$ cat src/rtl/nnis_pkg.sv
// Shared types and constants of the nearest-neighbour image scaler.
// Used by the controller, the datapath and the top level; depends on nothing.
package nnis_pkg;

  localparam int CFG_W = 10;
  localparam int PIX_W = 8;
  localparam int IDX_W = 2;

  localparam logic [IDX_W-1:0] REG_SOURCE_WIDTH  = 2'd0;
  localparam logic [IDX_W-1:0] REG_SOURCE_HEIGHT = 2'd1;
  localparam logic [IDX_W-1:0] REG_TARGET_WIDTH  = 2'd2;
  localparam logic [IDX_W-1:0] REG_TARGET_HEIGHT = 2'd3;

  localparam logic [CFG_W-1:0] RST_SOURCE_WIDTH  = 10'd256;
  localparam logic [CFG_W-1:0] RST_SOURCE_HEIGHT = 10'd256;
  localparam logic [CFG_W-1:0] RST_TARGET_WIDTH  = 10'd300;
  localparam logic [CFG_W-1:0] RST_TARGET_HEIGHT = 10'd300;

  localparam logic FUNC_LOAD = 1'b0;
  localparam logic FUNC_EMIT = 1'b1;

  typedef enum logic [2:0] {
    ST_COL_START,
    ST_COL_WAIT,
    ST_ROW_START,
    ST_ROW_WAIT,
    ST_RUN
  } nnis_state_t;

  typedef struct packed {
    logic div_start;
    logic div_row;
    logic cap_col;
    logic cap_row;
    logic run;
  } nnis_cmd_t;

  typedef struct packed {
    logic div_done;
  } nnis_sts_t;

endpackage

$ cat src/rtl/nnis_ctrl.sv
// Controller: sequences the two scale-step divisions after reset or a
// register write, then enables streaming. Depends on nnis_pkg.
module nnis_ctrl (
  input  logic                clk,
  input  logic                rst,
  input  logic                cfg_we,
  input  nnis_pkg::nnis_sts_t sts,
  output nnis_pkg::nnis_cmd_t cmd
);

  import nnis_pkg::*;

  nnis_state_t state, state_next;

  always_ff @(posedge clk) begin
    if (rst) begin
      state <= ST_COL_START;
    end else begin
      state <= state_next;
    end
  end

  always_comb begin
    state_next = state;
    if (cfg_we) begin
      state_next = ST_COL_START;
    end else begin
      case (state)
        ST_COL_START: state_next = ST_COL_WAIT;
        ST_COL_WAIT:  if (sts.div_done) state_next = ST_ROW_START;
        ST_ROW_START: state_next = ST_ROW_WAIT;
        ST_ROW_WAIT:  if (sts.div_done) state_next = ST_RUN;
        ST_RUN:       state_next = ST_RUN;
        default:      state_next = ST_COL_START;
      endcase
    end
  end

  always_comb begin
    cmd = '0;
    case (state)
      ST_COL_START: cmd.div_start = 1'b1;
      ST_COL_WAIT:  cmd.cap_col   = sts.div_done;
      ST_ROW_START: begin
        cmd.div_start = 1'b1;
        cmd.div_row   = 1'b1;
      end
      ST_ROW_WAIT: begin
        cmd.div_row = 1'b1;
        cmd.cap_row = sts.div_done;
      end
      ST_RUN:       cmd.run = 1'b1;
      default:      cmd = '0;
    endcase
  end

endmodule

$ cat config.mk
export PLATFORM = sky130hd
export DESIGN_NAME = nnis_ctrl
export DESIGN_NICKNAME = d
export VERILOG_FILES = /design/src/rtl/nnis_pkg.sv /design/src/rtl/nnis_ctrl.sv
export SDC_FILE = /design/constraint.sdc
export NUM_CORES = 1
export LEC_CHECK = 0
export BUFFER_PORTS_ARGS = -buffer_cell sky130_fd_sc_hd__buf_2
export CORE_AREA = 2 2 39 41
export CTS_BUF_LIST = sky130_fd_sc_hd__clkbuf_4
export CTS_CLUSTER_DIAMETER = 40
export DETAILED_ROUTE_END_ITERATION = 7
export DIE_AREA = 0 0 41 43
export GPL_ROUTABILITY_DRIVEN = 1
export HOLD_SLACK_MARGIN = 0.08
export PLACE_DENSITY = 0.3
export SETUP_SLACK_MARGIN = 0.2
export SYNTH_ARGS = -nofsm -noshare
export SYNTH_HDL_FRONTEND = slang
export SYNTH_SLANG_ARGS = --single-unit
$ cat constraint.sdc
create_clock -name clk -period 1.2 [get_ports clk]
set_input_delay 0 -clock clk [delete_from_list [all_inputs] [get_ports clk]]
set_output_delay 0 -clock clk [all_outputs]
set_load 0.05 [all_outputs]
==> reports/results.tsv, run 1 <==
metric	value	unit
use_met2	6.88	%
cap_violations	0	
p_leak	0.163	nW
antenna_found_initial	0	
r2r_start	state[0]	
fin_area	369	µm²
worstMarginPinSlew	0.305	ns
r2r_end	state[2]	
grt.overflow.total	0	
port_buffers	8	
ys.flop_type	dfxtp_1	
drc	0	
cts_buffers	3	
largest_reg_flops	3	
setup_viol	0	
end_kind	output pin	
hold_viol_final	0	
fp.dieW	41	µm
yosys_warnings	0	
rrSetupSlack	0.12	ns
fin_skew	0.000119	ns
antenna_left	0	
insertedDiodeCount	0	
grt_use_met3	1.57	%
startpoint	state[0]	
clk_latency	0.23	ns
area_delta_synth_final	130	%
syn_nets	20	
die_area	0.00176	mm²
hp-class	primary input to register	
final_nets	41	
ys_top_cells_by_count	dfxtp_1, inv_1	
yosys.area.top_type	dfxtp_1	
vias	190	
period_minus_slack	1.16	ns
ir_worst_vdd	0.000409	V
coreArea	0.00138	mm²
reg_top3	state x3	
pre_cts_ws	0.111	ns
place.gp.congestion	0.673	
synth_most_common_cell	dfxtp_1	
die_h	43	µm
synth_enable_flop_cells	0	
async_flop_share	0	%
drtPass1Iterations	2	
avgRoutedWirePerCell	8.08	µm
synth.distinct_cells	13	
max_slew_margin	79.1	%
synthCells	16	
finalMaxSlewViolations	0	
cp_max_fo	2	
ys_seq_elements	3	
clkSinkCount	3	
yosys-top-cells-area	dfxtp_1, a2111oi_2, a211oi_2	
worstSetupStartpointType	register	
syn_area	160	µm²
critPathCapture	cmd[0]	
critPathArrivalTime	1.16	ns
final.setup.worst_slack	0.0441	ns
track_usage	6.02	%
cts_tree	done	
path_class	register to output pin	
row_count	14	
dp_hpwl	340	µm
busiest_layer	met4	
grt_pass1_vias	179	
cts-root-buf	clkbuf_4	
final_cells	52	
drive_gt1_share	75.0	%
routed_wl	420	µm
grt_max_degree	7	
setup_tns	0	ns
placed_cell_area	251	µm²
h-tree-depth	1	
syn_area_per_cell	10.0	µm²
place_inst	43	
ctsLongestPathBuffers	2	
gr-usage-met1	6.43	%
viasPerCell	3.65	
power-per-cell-area	979	mW/mm²
whs	0.105	ns
grt_pass1_wl	641	µm
cts.clk_slew.worst_paths	0.04	ns
drt-initial-drc-count	1	
top_register	state	
synth.top_cell.area_share	37.5	%
rsz0062_at_grt	true	
start_util	11.6	%
ios	9	
fin_crit_sh	96.3	%
ys_seq_area_share	37.5	%
reg2reg_depth	3	
status	finished clean	
max_freq	865	MHz
worstPathRequired	1.20	ns
## repair_timing
item / CTS / global route
endpoints found under the setup margin: 7 / 6
resized for setup: 15 / 0
hold buffers: 3 / 0
pin swaps: 1 / 0
buffers inserted: 2 / 0
hold endpoints to repair: 3 / 0
## how the worst min path moves through the flow
stage	start	cells past startpoint	slack (ns)	end
finish	sts	3	0.11	state[1]
global route	sts	3	0.12	state[1]
CTS	sts	3	0.09	state[1]
detailed placement	rst	2	0.21	state[2]
global placement	rst	2	0.21	state[2]
floorplan	rst	1	0.06	state[2]
## logic make-up (layout without fill, tap and decap cells)
logic type,count (synthesis),count (layout),share of synthesized area (%)
compound gates,4,4,28.9
simple gates,7,7,28.9
flops,3,3,37.5
buf+inv,2,22,4.69
## routing by layer
layer / vias to the layer above / wire length (µm)
met5: - / 0
met4: 0 / 0
met3: 0 / 50
met2: 8 / 202
met1: 83 / 166
li1: 99 / -
## per-stage QoR
step	power (mW)	utilization, %
after global placement	0.150	18.2
after global routing	0.381	26.7
after CTS	0.374	26.7
final	0.361	26.7
after floorplan	0.131	-
after detailed placement	0.150	18.2
## power breakdown
| part | total (mW) | switching (mW) | leakage, nW | internal, mW |
|---|---|---|---|---|
| registers | 0.105 | 0.00141 | 0.0255 | 0.103 |
| clock network | 0.199 | 0.0517 | 0.0184 | 0.147 |
| logic | 0.0580 | 0.0317 | 0.120 | 0.0263 |
## placed cells by master (no fill, tap or decap)
cell type,count
a2111oi_2,1
buf_2,3
clkbuf_4,4
nand3b_1,1
inv_1,1
nand4b_1,1
and2b_2,1
buf_6,4
dfxtp_1,1
nor2_2,1
nor3_2,1
a21bo_2,1
buf_4,5
clkinvlp_4,1
a2111oi_0,1
dfxtp_2,2
buf_8,1
a211oi_2,1
or3b_4,1
dlygate4sd3_1,3
nand2_1,1
## worst max-delay path: stages (launching register included)
cell,delay [ns]
dfxtp_1,0.30
or3b_4,0.41
clkinvlp_4,0.08
buf_8,0.13
## cell type report
cell class | count | area, µm²
clock buffer | 4 | 30.0
fill | 152 | 1010
inverter | 2 | 11.3
multi-input combinational | 11 | 103
sequential | 3 | 62.6
tap | 16 | 20.0
timing repair buffer | 16 | 143
(Power assumes the default switching activity.)
==> inputs of run 2 (changes only) <==
- CORE_AREA: 2 2 39 41 -> 10 10 47 49
- DIE_AREA: 0 0 41 43 -> 0 0 57 59
==> reports/results.tsv, run 2 (synthesized netlist as in run 1, its figures left out) <==
metric	value	unit
pre_cts_ws	0.104	ns
fin_skew	0.00144	ns
worstPathRequired	1.20	ns
grt_pass1_wl	848	µm
grt.overflow.total	0	
fp.dieW	57	µm
largest_reg_flops	3	
path_class	register to output pin	
h-tree-depth	1	
clk_latency	0.23	ns
whs	0.137	ns
coreArea	0.00140	mm²
clkSinkCount	3	
row_count	14	
die_h	59	µm
final_nets	41	
final_common_cell	buf_6	
drtPass1Iterations	1	
fin_crit_sh	98.2	%
antenna_left	0	
die_area	0.00336	mm²
worstMarginPinSlew	0.285	ns
viasPerCell	3.81	
end_kind	output pin	
area_delta_synth_final	150	%
grt_max_degree	7	
insertedDiodeCount	0	
r2r_start	state[1]	
drc	0	
top_register	state	
ctsLongestPathBuffers	2	
p_leak	0.162	nW
place.gp.congestion	0.679	
cp_max_fo	4	
drive_gt1_share	77.8	%
power-per-cell-area	921	mW/mm²
worstSetupStartpointType	register	
fin_area	400	µm²
holdPathStages	3	
critPathSlowestCell	or3b_4	
finalPower	369	µW
drt-initial-drc-count	0	
cts_tree	done	
cts.clk_slew.worst_paths	0.04	ns
final.setup.worst_slack	0.0219	ns
period_minus_slack	1.18	ns
port_buffers	8	
setup_viol	0	
vias	198	
max_slew_margin	81.0	%
reg2reg_depth	3	
hp-class	primary input to register	
status	finished clean	
r2r_end	state[2]	
min_to	state[1]	
rrSetupSlack	0.10	ns
placed_cell_area	251	µm²
avgRoutedWirePerCell	9.81	µm
setup_tns	0	ns
finalMaxSlewViolations	0	
startpoint	state[1]	
critPathArrivalTime	1.18	ns
start_util	11.4	%
cap_violations	0	
reg_top3	state x3	
slowest_delay	0.41	ns
ios	9	
routed_wl	510	µm
min_from	sts	
cts-root-buf	clkbuf_4	
max_freq	849	MHz
track_usage	3.28	%
path_cells	or3b_4 -> clkinvlp_4 -> buf_8	
grt_pass1_vias	220	
ir_worst_vdd	0.000433	V
layout_common_cells	buf_6, clkbuf_4, buf_4, dlygate4sd3_1, buf_2	
hold_viol_final	0	
rsz0062_at_grt	true	
cts_buffers	3	
antenna_found_initial	0	
[run 2: metal layers]
layer / track usage [%] / wire [µm] / up-vias
li1: - / - / 100
met1: 3.56 / 209 / 90
met5: 0 / 0 / -
met4: 4.03 / 0 / 0
met3: 1.93 / 60 / 0
met2: 3.88 / 240 / 8
[run 2: stage by stage]
| step | instances | util [%] |
|---|---|---|
| floorplan | 16 | - |
| global placement | 43 | 17.9 |
| detailed placement | 43 | 17.9 |
| CTS | 52 | 26.9 |
| global route | 52 | 28.6 |
| finish | 52 | 28.6 |
[run 2: worst max path at each step]
stage	slack, ns	endpoint	cells after the start
global placement	0.10	cmd[0]	3
detailed placement	0.10	cmd[0]	3
finish	0.02	cmd[0]	3
CTS	-0.002	cmd[0]	3
global route	-0.02	cmd[0]	3
floorplan	0.13	cmd[2]	2
[run 2: final cells by class]
| cell class | count | area, µm² |
|---|---|---|
| sequential | 3 | 62.6 |
| inverter | 2 | 11.3 |
| tap | 16 | 20.0 |
| timing repair buffer | 16 | 146 |
| multi-input combinational | 11 | 130 |
| clock buffer | 4 | 30.0 |
| fill | 159 | 1000 |
[run 2: report_power, final]
| group | internal, mW | switching [mW] | total (mW) |
|---|---|---|---|
| Combinational | 0.0299 | 0.0347 | 0.0647 |
| Sequential | 0.104 | 0.00293 | 0.107 |
| Clock | 0.147 | 0.0504 | 0.197 |
[run 2: what timing repair did]
action                                 4_1_cts  5_1_grt
resized for setup                           16        5
endpoints found under the hold margin        3        0
gates cloned                                 0        0
setup endpoints to repair                    7        8
buffers inserted                             2        0
pin swaps                                    1        1
hold buffers                                 3        0
[run 2: critical path, delay by kind of cell (launching register included)]
| family | cells | cell delay, ns |
|---|---|---|
| DFF | 1 | 0.32 |
| and+or+nand+nor | 1 | 0.41 |
| buffers and inverters | 2 | 0.23 |
